[src/design/graph_adjacency_builder_assert.svh]
// Assertion macros used by the adjacency builder top level.
`ifndef GRAPH_ADJACENCY_BUILDER_ASSERT_SVH
`define GRAPH_ADJACENCY_BUILDER_ASSERT_SVH

// Checks that a condition holds at every clock edge outside reset.
`define GAB_ALWAYS(lbl, cond, msg) \
    lbl: assert property (@(posedge clk) disable iff (!rst_n) (cond)) else $error(msg);

// Checks that a trigger is followed by a consequence in the next cycle.
`define GAB_NEXT(lbl, trig, cons, msg) \
    lbl: assert property (@(posedge clk) disable iff (!rst_n) (trig) |=> (cons)) else $error(msg);

`endif

[src/design/gab_ram.sv]
// Generic single-port synchronous RAM with a registered read.
`timescale 1ns / 1ps
`default_nettype none
module gab_ram #(
    parameter int WIDTH = 8,
    parameter int DEPTH = 16
) (
    input  wire logic                     clk,
    input  wire logic                     en,
    input  wire logic                     we,
    input  wire logic [$clog2(DEPTH)-1:0] addr,
    input  wire logic [WIDTH-1:0]         wdata,
    output logic      [WIDTH-1:0]         rdata
);
    logic [WIDTH-1:0] mem_reg [DEPTH];
    logic [WIDTH-1:0] rdata_reg;

    always_ff @(posedge clk)
    begin
        if (en)
        begin
            if (we)
            begin
                mem_reg[addr] <= wdata;
            end
            else
            begin
                rdata_reg <= mem_reg[addr];
            end
        end
    end

    assign rdata = rdata_reg;
endmodule
`default_nettype wire

[config.mk]
export PLATFORM = sky130hd
export DESIGN_NAME = gab_ram
export DESIGN_NICKNAME = d
export VERILOG_FILES = /design/src/design/graph_adjacency_builder_assert.svh /design/src/design/gab_ram.sv
export SDC_FILE = /design/constraint.sdc
export NUM_CORES = 1
export LEC_CHECK = 0
export ABC_CLOCK_PERIOD_IN_PS = 3700
export BUFFER_PORTS_ARGS = -buffer_cell sky130_fd_sc_hd__buf_2
export CAP_MARGIN = 0
export CORE_ASPECT_RATIO = 1.1
export CORE_MARGIN = 3
export CORE_UTILIZATION = 60
export CTS_CLUSTER_DIAMETER = 200
export DETAILED_ROUTE_END_ITERATION = 10
export PLACE_DENSITY = 0.81
export SETUP_SLACK_MARGIN = 0.1
export SYNTH_ARGS = -nofsm -noshare
export SYNTH_HDL_FRONTEND = slang
export SYNTH_SLANG_ARGS = --single-unit
[constraint.sdc]
create_clock -name clk -period 3.7 [get_ports clk]
set_input_delay 0.555 -clock clk [delete_from_list [all_inputs] [get_ports clk]]
set_output_delay 0.555 -clock clk [all_outputs]
set_load 0.05 [all_outputs]
==> results.md <==
- Layout cells sized above 1: 25.4%
- Pleak: 2.01 nW
- Post-synth top area share: 78.0%
- CTS buffer count: 17
- Crit path kind: in2reg
- Clock Path Buffers: 2
- R2r endpoint: rdata[3]
- Most frequent cells in the layout: 136 x edfxtp_1, 22 x buf_2
- Cells after Synth: 234
- MaxCap Viol Count: 0
- Vias/cell: 6.25
- Die width: 95.1 um
- Clock Sinks: 136
- Area post-placement: 0.00545 mm2
- Commonest non-fill, non-tap cell in the layout: edfxtp_1
- Mapped Nets: 249
- HP Class: in2reg
- R2R setup slack: 2120 ps
- Startpoint types: primary input
- Fmax: 436 MHz
- Via count: 2445
- Cells on Worst Hold Path: 1
- CTS tree: yes
- Pwr/cell area: 587 mW/mm2
- Synthesized area: 0.00524 mm2
- Initial Utilization: 62.0%
- Crit path cell chain: buf_2 -> nand4_1 -> nor2_1
- Row cnt: 35
- Pwr Total: 3.55 mW
- Port buffer count: 22
- Cts repair resizes: 0
- R2R cell count: 3
- Number of distinct library cells after synthesis: 18
- # DRC: 0
- # IOs: 23
- Worst-margin pin slew: 1080 ps
- Vias in the first global route: 2472
- Worst R2R Start: mem_reg[1][3]
- Seq/Total Area, Yosys: 78.0%
- WP data arrival: 2430 ps
- Layout Nets: 282
- Top cells by area, synth: edfxtp_1 78%, mux4_1 8.0%, mux4_2 6.9%
- Routed wire length: 9.50 mm
- Iter 0 DRT Violations: 280
- Routability Congestion: 0.917
- Initial antenna violation count: 0
- Required time worst endpoint: 3840 ps
- Setup tns final: 0 ps
- Slew headroom: 28.1%
- Total Routing Usage GR: 21.8%
- Clk root buf: clkbuf_8
- Diode count: 0
- Final min period: 2290 ps
- Final HPWL DP: 5.66 mm
- Gr ovfl total: 0
- Post-CTS Setup Bufs: 0
- Status: finished clean
- Synth Warn #: 0
- Slowest CP cell: buf_2
- Mapped Avg Cell Area: 22.4 um2
- Peak supply drop: 0.000453 V
- P&R area growth vs syn: 15.4%
- Clk_lat worst skew: 520 ps
- Core ar.: 0.00845 mm2
- Crit Path Max Fanout: 36
- Worst setup path start: addr[0]
- Max reg flops: 128
- First-pass GRT wire length: 14.5 mm
- Final period util: 62.0%
- Largest net degree at the start of global routing: 37
- Peak per-stage delay on the critical path: 780 ps
- Final Hold Violating Endpoints: 0
- Layout fillers: 480
- H-tree depth: 4
- Pre-antenna DRT Iters: 4
- RSZ-0062 raised after global routing: false
- Clk slew on worst S/H paths: 60 ps
- Final Max Tran Viols: 0
- Number of synthesized register bits: 136
- Die Ht: 104 um
- Worst Setup End Kind: register
- CP Capture Point: mem_reg[7][5]
- DIE AREA: 0.00989 mm2
- Post-route cell area: 0.00604 mm2
- WL/cell: 24.3 um
- Clk_skew: 14.8 ps
- Post-route ant nets: 0
- Area leader, netlist: edfxtp_1
- Post-CTS Hold Buffers: 0
- Endpoints failing setup: 0
==> synth_stat cells (all sizes together) <==
library cell and n:
a22oi 16, and2 1, buf 8, clkbuf 5
edfxtp 136, mux4 32, nand2 10, nand2b 2
nand4 1, nand4b 2, nor2 13, nor2b 3
nor3 4, or3 1
==> area by class of cell <==
cell class                      count  area (um2)  share of cell area, %
Multi-Input combinational cell     85        1070                   17.8
Tap cell                          111         139                   2.30
Timing Repair Buffer               27         148                   2.44
Sequential cell                   136        4080                   67.6
Clock buffer                       18         418                   6.92
Clock inverter                     14         180                   2.98
==> cells by family after synthesis <==
| kind of cell | count (synthesis) | synth area share [%] |
|---|---|---|
| buffers and inverters | 13 | 1.50 |
| and+or+nand+nor | 37 | 3.32 |
| muxes | 32 | 14.9 |
| AOI/OAI and AO/OA | 16 | 2.29 |
| DFF | 136 | 78.0 |
==> layer usage <==
layer	share of wire, %	routed length, um	vias up	track usage, %
met5	0	0	-	0
met4	2.7	257	0	10.5
met3	9.3	881	19	6.95
met2	52	4900	138	32.0
met1	36	3460	1224	29.9
li1	-	-	1064	-
==> how the worst min path moves through the flow <==
stage / from / end / slack [ps]
detailed placement: mem_reg[15][1] / rdata[1] / 760
finish: wdata[7] / mem_reg[9][7] / 440
global route: wdata[7] / mem_reg[14][7] / 430
CTS: wdata[1] / mem_reg[10][1] / 420
global placement: mem_reg[15][3] / rdata[3] / 730
floorplan: wdata[0] / mem_reg[0][0] / 650
==> report_power, final <==
| part | internal [mW] | switching [mW] |
|---|---|---|
| Clock | 1.09 | 0.589 |
| Sequential | 1.72 | 0.00481 |
| Combinational | 0.0524 | 0.0972 |
==> worst max-delay path: cells and delay by family <==
family,cells,cell delay (ps)
buf+inv,1,780
simple gates,2,1060
==> through the flow <==
step	setup WS [ps]	utilization, %	std cells	hold WS [ps]
after global routing	1150	71.5	391	430
after detailed placement	833	64.4	359	757
after CTS	1370	71.5	391	417
after global placement	905	64.4	359	733
final	1410	71.5	391	441
after floorplan	1420	-	234	654
No activity file was read; power rests on OpenSTA's default activity.
