**config.mk**
```make
export PLATFORM = sky130hd
export DESIGN_NAME = gab_search
export DESIGN_NICKNAME = d
export VERILOG_FILES = /design/src/design/graph_adjacency_builder_assert.svh /design/src/design/gab_pkg.sv /design/src/design/gab_search.sv
export SDC_FILE = /design/constraint.sdc
export NUM_CORES = 1
export LEC_CHECK = 0
export BUFFER_PORTS_ARGS = -buffer_cell sky130_fd_sc_hd__clkbuf_2
export CORE_MARGIN = 2
export CORE_UTILIZATION = 35
export DETAILED_ROUTE_END_ITERATION = 6
export PLACE_DENSITY = 0.57
export SLEW_MARGIN = 20
export SYNTH_ARGS = -nofsm -noshare
export SYNTH_HDL_FRONTEND = slang
export SYNTH_SLANG_ARGS = --single-unit
```
**constraint.sdc**
```tcl
create_clock -name clk -period 3.3 [get_ports clk]
set_clock_uncertainty 0.2 [all_clocks]
set_input_delay 0.66 -clock clk [delete_from_list [all_inputs] [get_ports clk]]
set_output_delay 0.66 -clock clk [all_outputs]
set_load 0.005 [all_outputs]
```
**src/design/graph_adjacency_builder_assert.svh**
```systemverilog
// Assertion macros used by the adjacency builder top level.
`ifndef GRAPH_ADJACENCY_BUILDER_ASSERT_SVH
`define GRAPH_ADJACENCY_BUILDER_ASSERT_SVH

// Checks that a condition holds at every clock edge outside reset.
`define GAB_ALWAYS(lbl, cond, msg) \
    lbl: assert property (@(posedge clk) disable iff (!rst_n) (cond)) else $error(msg);

// Checks that a trigger is followed by a consequence in the next cycle.
`define GAB_NEXT(lbl, trig, cons, msg) \
    lbl: assert property (@(posedge clk) disable iff (!rst_n) (trig) |=> (cons)) else $error(msg);

`endif

```
**src/design/gab_pkg.sv**
```systemverilog
// Types and constants of the graph adjacency builder.
`timescale 1ns / 1ps
`default_nettype none
package gab_pkg;

    typedef enum logic [1:0] {
        MODE_LOAD  = 2'd0,
        MODE_START = 2'd1,
        MODE_NEXT  = 2'd2,
        MODE_QUERY = 2'd3
    } mode_t;

    localparam logic [1:0] STATUS_OK        = 2'd0;
    localparam logic [1:0] STATUS_NOT_FOUND = 2'd1;
    localparam logic [1:0] STATUS_LIST_FULL = 2'd2;
    localparam logic [1:0] STATUS_NODE_FULL = 2'd3;

    localparam logic [19:0] EDGE_MAX = 20'hFFFFF;

    typedef struct packed {
        mode_t       mode;
        logic [63:0] node_id;
        logic        one_way;
        logic [15:0] query_index;
    } in_t;

    typedef struct packed {
        logic [1:0]  status;
        logic [15:0] node_index;
        logic [1:0]  edges_added;
        logic [19:0] total_edges;
        logic [3:0]  succ_count;
        logic [15:0] succ_index;
        logic        last;
    } out_t;

    typedef struct packed {
        logic done;
        logic hit;
    } search_ctl_t;

    typedef enum logic [1:0] {
        S_IDLE,
        S_PROBE,
        S_CMP
    } search_state_t;

    typedef enum logic [3:0] {
        M_IDLE,
        M_DISPATCH,
        M_SEARCH,
        M_ECNT,
        M_ECNTW,
        M_ESCAN,
        M_ECMP,
        M_QCNT,
        M_QRD,
        M_QOUT,
        M_EMIT
    } main_state_t;

endpackage
`default_nettype wire

```
**src/design/gab_search.sv**
```systemverilog
// Binary search sequencer over the node id memory.
`timescale 1ns / 1ps
`default_nettype none
module gab_search import gab_pkg::*; #(
    parameter int MAX_NODES = 65536
) (
    input  wire logic                           clk,
    input  wire logic                           rst_n,
    input  wire logic                           start,
    input  wire logic [63:0]                    key,
    input  wire logic [$clog2(MAX_NODES+1)-1:0] count,
    output logic                                ram_en,
    output logic      [$clog2(MAX_NODES)-1:0]   ram_addr,
    input  wire logic [63:0]                    ram_rdata,
    output search_ctl_t                         ctl,
    output logic      [$clog2(MAX_NODES)-1:0]   idx
);
    localparam int IW = $clog2(MAX_NODES);
    localparam int CW = $clog2(MAX_NODES + 1);
    localparam int BW = CW + 1;

    search_state_t         state_reg, state_next;
    logic signed [BW-1:0]  lo_reg, lo_next, hi_reg, hi_next;
    logic [IW-1:0]         mid_reg, mid_next;
    logic [63:0]           key_reg, key_next;
    logic [BW:0]           sum;
    logic signed [BW-1:0]  mid_ext;

    always_ff @(posedge clk or negedge rst_n)
    begin
        if (!rst_n)
        begin
            state_reg <= S_IDLE;
            lo_reg    <= '0;
            hi_reg    <= '0;
            mid_reg   <= '0;
            key_reg   <= '0;
        end
        else
        begin
            state_reg <= state_next;
            lo_reg    <= lo_next;
            hi_reg    <= hi_next;
            mid_reg   <= mid_next;
            key_reg   <= key_next;
        end
    end

    assign sum     = {lo_reg[BW-1], lo_reg} + {hi_reg[BW-1], hi_reg};
    assign mid_ext = $signed(BW'(mid_reg));
    assign idx     = mid_reg;

    always_comb
    begin
        state_next = state_reg;
        lo_next    = lo_reg;
        hi_next    = hi_reg;
        mid_next   = mid_reg;
        key_next   = key_reg;
        ram_en     = 1'b0;
        ram_addr   = sum[IW:1];
        ctl        = '0;
        unique case (state_reg)
            S_IDLE:
            begin
                if (start)
                begin
                    lo_next    = '0;
                    hi_next    = $signed({1'b0, count}) - BW'(1);
                    key_next   = key;
                    state_next = S_PROBE;
                end
            end
            S_PROBE:
            begin
                if (lo_reg > hi_reg)
                begin
                    ctl.done   = 1'b1;
                    state_next = S_IDLE;
                end
                else
                begin
                    ram_en     = 1'b1;
                    mid_next   = sum[IW:1];
                    state_next = S_CMP;
                end
            end
            S_CMP:
            begin
                if (ram_rdata == key_reg)
                begin
                    ctl.done   = 1'b1;
                    ctl.hit    = 1'b1;
                    state_next = S_IDLE;
                end
                else
                begin
                    if (ram_rdata < key_reg)
                    begin
                        lo_next = mid_ext + BW'(1);
                    end
                    else
                    begin
                        hi_next = mid_ext - BW'(1);
                    end
                    state_next = S_PROBE;
                end
            end
            default:
            begin
                state_next = S_IDLE;
            end
        endcase
    end
endmodule
`default_nettype wire

```
==> out/results.txt, run 1 <==
Fin. Hold Viols - 0
Slew HR - 56.0%
clock buffer depth - 2
number of synthesized flops with an enable pin - 0
Post-Syn Nets - 1,130
Root Driver - clkbuf_16
first-pass GRT wire length - 38,900 um
Synth Cell Area - 8450 um2
status - complete, but fails checks
Worst-Skew Late Latency - 0.43 ns
sequential share of power - 24.5%
Final WS setup - -0.342 ns
switching power - 4.32 mW
Total Routing Usage GR - 19.1%
Worst Hold Class - in2async
area growth from synthesis to layout - 39.1%
WP data arrival - 2.78 ns
number of hold buffers added after CTS - 0
CTS tree - done
antenna-violating nets left - 0
peak supply drop - 0.403 mV
fraction of final layout cells sized beyond drive strength 1 - 43.0%
Nets - 1,418
max reg flops - 64
WS Path Type - reg2out
LEAKAGE - 5.67 nW
Max Cap Viol - 0
Diodes inserted - 0
Sw Ratio - 40.1%
die footprint - 25,400 um2
clock sink total - 117
WHS - 0.0104 ns
total CTS buffers - 17
Worst Setup End Kind - primary output
Worst setup SP type - register
# port buffers - 182
RD Place Congestion - 0.837
GRT overflow - 0
Synth Flop Type - dfrtp_1
PD cells - 915 nW/um2
crit share post-route - 110%
top-area cell type share of the netlist area - 34.6%
Via density - 4.84
fin crit period - 3.64 ns
die width - 159 um
Chip Height - 159 um
pins over their slew limit - 0
Worst EP required - 2.44 ns
clock network power share - 18.3%
initial antenna violation count - 0
commonest non-fill, non-tap cell in the layout - clkbuf_2
sequential element share of the synthesized area - 34.6%
RSZ-0062 raised after global routing - yes
I/O Pins - 183
combinational power share - 57.1%
Synth cell types - 57
total number of vias - 7,248
Pre-Repair DR Iteration Count - 4
CTS H-Tree Depth - 4
area leader, netlist - dfrtp_1
vias in the first global route - 7,623
pin count of the biggest net entering global routing - 54
Top cell by count, worst path - buf_4
row cnt - 56
design internal power - 6.45 mW
Critical-path top delay cell - dfrtp_1
hpwl dp - 18,300 um
FMAX - 275 MHz
Mapped Cells - 877
Detailed Route WL - 23,900 um
max incr delay on CP - 0.36 ns
Slew @ Worst Pin - 0.654 ns
most frequent cells in the layout - clkbuf_2, dfrtp_1, inv_1, buf_4, ha_1
final core occ - 49.8%
count of state elements after synthesis - 117
dominant cells by area after synthesis - dfrtp_1, ha_1, mux2_2
Final Instance Area - 11,800 um2
yosys warns - 0
Final setup viols - 10
initial core utilization - 35.8%
internal reg-to-reg setup slack - 0.05 ns
Clock transition at path regs - 0.06 ns
crit-path max FO - 2
Post-DP Area - 10,300 um2
core region area - 23,600 um2
fraction of registers with async set or reset after synthesis - 100%
violated checks - setup timing
worst-path cell chain - inv_2, buf_4, fa_2, o21bai_1, a21o_1, a21oi_2, o211a_1, buf_4, o31ai_4, xnor2_2, clkbuf_2
Mean Syn Cell Area - 9.64 um2
DR iter-0 viols - 286
drt wl/cell - 16.0 um
DR DRC count - 0
timing repair:
action,4_1_cts,5_1_grt
hold endpoints to repair,0,0
pin swaps,26,46
buffers inserted,10,20
gates resized for setup,68,61
endpoints found under the setup margin,13,21
layout make-up:
class                      instances  area [um2]
sequential                       117        2930
multi-input combinational        607        5460
tap                              319         399
clock buffer                      17         425
clock inverter                    15         184
timing repair buffer             302        1910
inverter                         120         453
fill                            2231       11900
power by group through the flow:
stage	Combinational (mW)	Clock [mW]	Sequential [mW]
finish	6.15	1.97	2.64
floorplan	3.47	0	2.46
detailed placement	5.30	0	2.64
global route	6.83	2.10	2.74
global placement	5.21	0	2.62
CTS	5.74	2.02	2.63
kinds of logic (layout without fill, tap and decap cells):
| family | Yosys count | in the layout | synth area share (%) |
|---|---|---|---|
| flops | 117 | 117 | 34.6 |
| mux | 114 | 114 | 14.7 |
| simple gates | 196 | 196 | 11.8 |
| xor+xnor | 47 | 47 | 4.87 |
| compound gates | 145 | 145 | 10.9 |
| buf+inv | 153 | 454 | 7.46 |
| fa+ha+maj | 105 | 105 | 15.6 |
per-layer routing:
| metal | up-vias | GRT usage [%] | routed length [um] |
|---|---|---|---|
| met5 | - | 0 | 0 |
| met4 | 0 | 4.71 | 304 |
| met3 | 24 | 7.92 | 2150 |
| met2 | 194 | 30.9 | 10900 |
| met1 | 3400 | 23.8 | 10600 |
| li1 | 3630 | - | - |
synthesized netlist by cell type, types with 2 or more instances:
cell type,number
nand2_1,40
xor2_1,20
inv_1,118
a21boi_0,2
nor4_1,7
o31a_1,3
o21bai_1,7
nand4_1,25
nor3_1,19
clkbuf_1,24
nor2_1,46
o21ai_0,26
mux2_2,84
o21a_1,3
or4_1,7
xnor2_1,27
or3_1,3
o41ai_1,4
mux2i_1,30
a211o_1,2
dfrtp_1,117
o211ai_1,2
o22ai_1,15
a21o_1,10
nand2b_1,10
a31oi_1,4
o31ai_1,3
a22o_1,3
and3_1,5
nor2b_1,10
a21oi_1,47
clkinv_1,2
buf_6,4
a211oi_1,5
ha_1,104
nand3_1,15
and4_1,4
worst max-delay path: cells and delay by family (launching register included):
kind                     cells  cell delay, ns
flip-flops                   1            0.36
buffers and inverters        4            0.53
AO/OA/AOI/OAI                5            0.95
XOR/XNOR                     1            0.16
adder cells (fa/ha/maj)      1            0.36
metrics by stage:
| stage | power [mW] | cells | TNS [ns] | worst slack (ns) |
|---|---|---|---|---|
| after detailed placement | 7.94 | 1438 | -6.59 | -0.267 |
| after CTS | 10.4 | 1478 | -1.93 | -0.330 |
| final | 10.8 | 1497 | -1.69 | -0.342 |
| after global routing | 11.7 | 1497 | -3.85 | -0.446 |
| after global placement | 7.83 | 1438 | -6.72 | -0.256 |
| after floorplan | 5.93 | 877 | 0 | 0.0137 |
path summary, 6_finish.rpt:
check / startpoint / cells past startpoint / end
max: hi_reg[1] / 11 / ram_addr[11]
min: rst_n / 1 / idx[4]
max reg2reg: key_reg[46] / 13 / lo_reg[11]
min reg2reg: key_reg[7] / 1 / key_reg[7]
max in group asynchronous: rst_n / 2 / lo_reg[1]
min in group clk: key[32] / 2 / key_reg[32]
Note: power is estimated with default switching activity, not from simulation.
==> run 2: changes to the inputs <==
Settings changed: CORE_UTILIZATION 35 to 55, PLACE_DENSITY 0.57 to 0.83.
Clock period 3.3 ns to 3.5 ns, I/O delays scaled along.
==> out/results.txt, run 2 (same netlist as run 1, synthesis figures left out) <==
combinational power share - 53.1% (was 57.1%)
PD cells - 869 nW/um2 (was 915 nW/um2)
Max Cap Viol - 0 (unchanged)
die footprint - 16,400 um2 (was 25,400 um2)
initial antenna violation count - 0 (unchanged)
Worst setup SP type - register (unchanged)
antenna-violating nets left - 0 (unchanged)
CTS H-Tree Depth - 4 (unchanged)
Sw Ratio - 40.6% (was 40.1%)
Final setup viols - 3 (was 10)
commonest non-fill, non-tap cell in the layout - clkbuf_2 (unchanged)
fraction of final layout cells sized beyond drive strength 1 - 36.9% (was 43.0%)
peak supply drop - 0.558 mV (was 0.403 mV)
Worst EP required - 2.60 ns (was 2.44 ns)
row cnt - 45 (was 56)
crit share post-route - 103%
crit-path max FO - 2 (unchanged)
GRT overflow - 0 (unchanged)
Clock transition at path regs - 0.06 ns (about the same)
WP data arrival - 2.72 ns (was 2.78 ns)
DR DRC count - 0 (unchanged)
die width - 128 um (was 159 um)
# port buffers - 182 (unchanged)
Via density - 5.69 (was 4.84)
vias in the first global route - 7,491 (was 7,623)
total number of vias - 7,376 (was 7,248)
Post-DP Area - 9780 um2 (was 10,300 um2)
Root Driver - clkbuf_16 (unchanged)
Slew @ Worst Pin - 0.649 ns (was 0.654 ns)
Chip Height - 128 um (was 159 um)
pins over their slew limit - 0 (unchanged)
Place WS - -0.146 ns (was -0.267 ns)
Total Routing Usage GR - 27.8% (was 19.1%)
Nets - 1,348 (was 1,418)
first-pass GRT wire length - 35,600 um (was 38,900 um)
CTS tree - done (unchanged)
most frequent cells in the layout - clkbuf_2, dfrtp_1, inv_1 (was clkbuf_2, dfrtp_1, inv_1, buf_4, ha_1)
total CTS buffers - 17 (unchanged)
Fin. Hold Viols - 0 (unchanged)
clock sink total - 117 (unchanged)
initial core utilization - 56.0% (was 35.8%)
Final WS setup - -0.121 ns (was -0.342 ns)
I/O Pins - 183 (unchanged)
max reg flops - 64 (unchanged)
Worst-Skew Late Latency - 0.42 ns (was 0.43 ns)
Worst Setup End Kind - primary output (unchanged)
Slew HR - 56.4% (was 56.0%)
RD Place Congestion - 0.939 (was 0.837)
Detailed Route WL - 23,200 um (was 23,900 um)
drt wl/cell - 17.9 um (was 16.0 um)
violated checks - setup timing (unchanged)
WS Path Type - reg2out (unchanged)
final core occ - 71.9% (was 49.8%)
Diodes inserted - 0 (unchanged)
switching power - 3.83 mW (was 4.32 mW)
fillers - 1,071 (was 2,231)
Worst Hold Class - in2async (unchanged)
core region area - 15,100 um2 (was 23,600 um2)
Pre-Repair DR Iteration Count - 5 (was 4)
hpwl dp - 16,300 um (was 18,300 um)
RSZ-0062 raised after global routing - yes (unchanged)
fin crit period - 3.62 ns
DR iter-0 viols - 480 (was 286)
pin count of the biggest net entering global routing - 57 (was 54)
sequential share of power - 27.9% (was 24.5%)
WHS - 0.0227 ns (was 0.0104 ns)
clock buffer depth - 2 (unchanged)
LEAKAGE - 5.25 nW (was 5.67 nW)
FMAX - 276 MHz
clock network power share - 19.0% (was 18.3%)
Final Instance Area - 10,900 um2 (was 11,800 um2)
number of hold buffers added after CTS - 0 (unchanged)
design internal power - 5.60 mW (was 6.45 mW)
area growth from synthesis to layout - 28.3% (was 39.1%)
status - complete, but fails checks (unchanged)
==> run 2: area by class of cell <==
| type | instances | area [um2] | share of cell area [%] |
|---|---|---|---|
| Inverter | 120 | 450 | 4.15 |
| Sequential cell | 117 | 2930 | 27.0 |
| Tap cell | 188 | 235 | 2.17 |
| Clock buffer | 20 | 447 | 4.12 |
| Timing Repair Buffer | 232 | 1340 | 12.3 |
| Multi-Input combinational cell | 607 | 5290 | 48.8 |
| Clock inverter | 12 | 155 | 1.43 |
==> run 2: per-layer routing <==
metal / vias to the layer above / global-route usage [%] / share of wire, %
met4: 0 / 12.0 / 4.1
met1: 3482 / 31.9 / 39
met5: - / 0 / 0
met2: 319 / 48.3 / 49
met3: 80 / 8.18 / 7.3
li1: 3495 / - / -
==> run 2: repair_timing <==
action | 4_1_cts | 5_1_grt
pin swaps | 16 | 21
gates resized for setup | 30 | 50
buffers inserted | 3 | 8
gates cloned | 0 | 0
endpoints found under the setup margin | 10 | 14
==> run 2: per-stage QoR <==
| step | std cells | power (mW) | setup TNS (ns) |
|---|---|---|---|
| 6_report | 1296 | 9.43 | -0.288 |
| 5_1_grt | 1296 | 10.1 | -0.935 |
| 4_1_cts | 1288 | 9.07 | -0.399 |
| 3_5_place_dp | 1253 | 7.05 | -3.22 |
| 3_3_place_gp | 1253 | 6.84 | -1.85 |
| 2_1_floorplan | 877 | 5.59 | 0 |
==> run 2: path summary, 6_finish.rpt <==
path,endpoint,from,slack [ns],depth (start not counted)
max,ram_addr[11],lo_reg[0],-0.12,11
min,idx[4],rst_n,0.02,1
max reg2reg,lo_reg[1],key_reg[46],0.26,11
min reg2reg,key_reg[11],key_reg[11],0.30,1
max in group asynchronous,lo_reg[6],rst_n,2.25,2
min in group clk,key_reg[11],key_reg[11],0.30,1
==> run 2: worst max-delay path, cell delays in order, from the launching register on <==
cell,delay (ns)
dfrtp_1,0.40
ha_4,0.17
inv_2,0.04
fa_2,0.35
o21bai_1,0.14
a21o_1,0.17
a21oi_2,0.08
o211a_1,0.27
buf_4,0.17
o31ai_4,0.22
xnor2_2,0.16
clkbuf_2,0.14
==> run 2: power groups by stage <==
stage	registers, mW	clock network (mW)	logic, mW
CTS	2.58	1.81	4.68
detailed placement	2.59	0	4.46
global placement	2.55	0	4.29
global route	2.70	1.87	5.53
finish	2.63	1.79	5.01
floorplan	2.32	0	3.28
==> run 3: changes to the inputs <==
==> constraint.sdc (replaced) <==
create_clock -name clk -period 3.5 [get_ports clk]
set_clock_uncertainty 0.2 [all_clocks]
set_input_delay 0.7 -clock clk [delete_from_list [all_inputs] [get_ports clk]]
set_output_delay 0.7 -clock clk [all_outputs]
set_load 0.05 [all_outputs]
==> out/results.txt, run 3 (same netlist as run 1, synthesis figures left out) <==
antenna-violating nets left - 0 (unchanged)
Via density - 6.03 (was 5.69)
Root Driver - clkbuf_16 (unchanged)
FMAX - 262 MHz (was 276 MHz)
Max Cap Viol - 0 (unchanged)
# port buffers - 182 (unchanged)
hpwl dp - 16,600 um (was 16,300 um)
total CTS buffers - 17 (unchanged)
Final setup viols - 10 (was 3)
Total Routing Usage GR - 30.5% (was 27.8%)
Post-DP Area - 9870 um2 (was 9780 um2)
Worst-Skew Late Latency - 0.43 ns (was 0.42 ns)
pin count of the biggest net entering global routing - 54 (was 57)
Critical-path top delay cell - dfrtp_1 (unchanged)
internal reg-to-reg setup slack - 0.08 ns (was 0.26 ns)
initial core utilization - 56.0% (unchanged)
DR iter-0 viols - 823 (was 480)
fillers - 956 (was 1,071)
commonest non-fill, non-tap cell in the layout - clkbuf_2 (unchanged)
Slew @ Worst Pin - 0.730 ns (was 0.649 ns)
worst-path cell chain - ha_2, inv_2, fa_2, o21bai_1, a21o_1, a21oi_2, o211a_1, buf_6, o31ai_4, xnor2_2, buf_8 (was ha_4, inv_2, fa_2, o21bai_1, a21o_1, a21oi_2, o211a_1, buf_4, o31ai_4, xnor2_2, clkbuf_2)
violated checks - setup timing (unchanged)
max reg flops - 64 (unchanged)
initial antenna violation count - 0 (unchanged)
die width - 128 um (unchanged)
die footprint - 16,400 um2 (unchanged)
Reg area - 2940 um2 (was 2930 um2)
most frequent cells in the layout - clkbuf_2, dfrtp_1, inv_1 (unchanged)
CTS H-Tree Depth - 4 (unchanged)
vias in the first global route - 7,866 (was 7,491)
core region area - 15,100 um2 (unchanged)
total power - 11.7 mW (was 9.43 mW)
CP Buf/Inv Count - 3 (unchanged)
CTS tree - done (unchanged)
Diodes inserted - 0 (unchanged)
Nets - 1,375 (was 1,348)
total number of vias - 7,980 (was 7,376)
area growth from synthesis to layout - 35.4% (was 28.3%)
peak supply drop - 1.12 mV (was 0.558 mV)
Worst Setup End Kind - primary output (unchanged)
drt wl/cell - 20.3 um (was 17.9 um)
Final WS setup - -0.319 ns (was -0.121 ns)
Final Instance Area - 11,400 um2 (was 10,900 um2)
max incr delay on CP - 0.43 ns (was 0.40 ns)
first-pass GRT wire length - 38,900 um (was 35,600 um)
Pre-Repair DR Iteration Count - 6 (was 5)
I/O Pins - 183 (unchanged)
Worst EP required - 2.60 ns (about the same)
clock buffer depth - 2 (unchanged)
Detailed Route WL - 26,900 um (was 23,200 um)
Chip Height - 128 um (unchanged)
Slew HR - 51.3% (was 56.4%)
row cnt - 45 (unchanged)
final core occ - 75.8% (was 71.9%)
Worst setup SP type - register (unchanged)
status - complete, but fails checks (unchanged)
WP data arrival - 2.92 ns (was 2.72 ns)
RSZ-0062 raised after global routing - yes (unchanged)
LEAKAGE - 5.50 nW (was 5.25 nW)
crit-path max FO - 3 (was 2)
fin crit period - 3.82 ns (was 3.62 ns)
CP delay by family, top - compound AO/OA/AOI/OAI gates (unchanged)
PD cells - 1020 nW/um2 (was 869 nW/um2)
WHS - 0.138 ns (was 0.0227 ns)
Fin. Hold Viols - 0 (unchanged)
Worst Hold Class - in2async (unchanged)
WS Path Type - reg2out (unchanged)
number of hold buffers added after CTS - 0 (unchanged)
clock sink total - 117 (unchanged)
crit share post-route - 109% (was 103%)
pins over their slew limit - 0 (unchanged)
setup TNS - -2.12 ns (was -0.288 ns)
DR DRC count - 0 (unchanged)
multi-input logic area - 5520 um2 (was 5290 um2)
GRT overflow - 0 (unchanged)
Clock transition at path regs - 0.06 ns (about the same)
fraction of final layout cells sized beyond drive strength 1 - 41.4% (was 36.9%)
RD Place Congestion - 0.961 (was 0.939)
==> run 3: cell count changes in the layout (fill, tap and decap cells not counted), sizes merged <==
| cell | before | now |
|---|---|---|
| clkbuf | 196 | 189 |
| buf | 56 | 89 |
| clkinv | 9 | 5 |
| clkinvlp | 2 | 4 |
| o21ba | 1 | 2 |
| inv | 118 | 120 |
==> run 3: metrics by stage <==
step | worst slack [ns] | instances
floorplan | 0.0468 | 877
global placement | -0.272 | 1260
detailed placement | -0.364 | 1260
CTS | -0.245 | 1307
global route | -0.392 | 1323
finish | -0.319 | 1323
==> run 3: repair_timing <==
action	4_1_cts	5_1_grt
pin swaps	20	32
buffers inserted	15	17
gates cloned	0	1
endpoints found under the hold margin	0	0
gates resized for setup	83	72
setup endpoints to repair	32	32
==> run 3: path summary, 6_finish.rpt <==
path | cells past startpoint | to | start
worst min register to register | 1 | key_reg[26] | key_reg[26]
worst max-delay path | 11 | ram_addr[11] | lo_reg[0]
max in group asynchronous | 2 | lo_reg[1] | rst_n
worst max register to register | 12 | lo_reg[2] | key_reg[46]
min in group clk | 2 | key_reg[41] | key[41]
worst min-delay path | 1 | hi_reg[11] | rst_n
==> run 3: metal layers <==
metal	wire [um]	share of wire [%]	up-vias	global-route usage, %
met1	9950	37	3760	35.8
met4	1420	5.3	0	14.0
li1	-	-	3557	-
met5	0	0	-	0
met2	13100	49	524	52.8
met3	2460	9.1	139	7.35
==> run 3: power by group <==
group,switching (mW),total [mW],internal [mW]
Clock,0.679,1.83,1.15
Sequential,0.651,2.65,2.00
Combinational,4.10,7.20,3.10
==> run 3: cell type report <==
cell class                      instances  share of cell area (%)
Multi-Input combinational cell        608                    48.2
Inverter                              120                    3.94
Tap cell                              188                    2.06
Sequential cell                       117                    25.7
Clock inverter                         12                    1.33
Timing Repair Buffer                  258                    14.8
Clock buffer                           20                    3.99
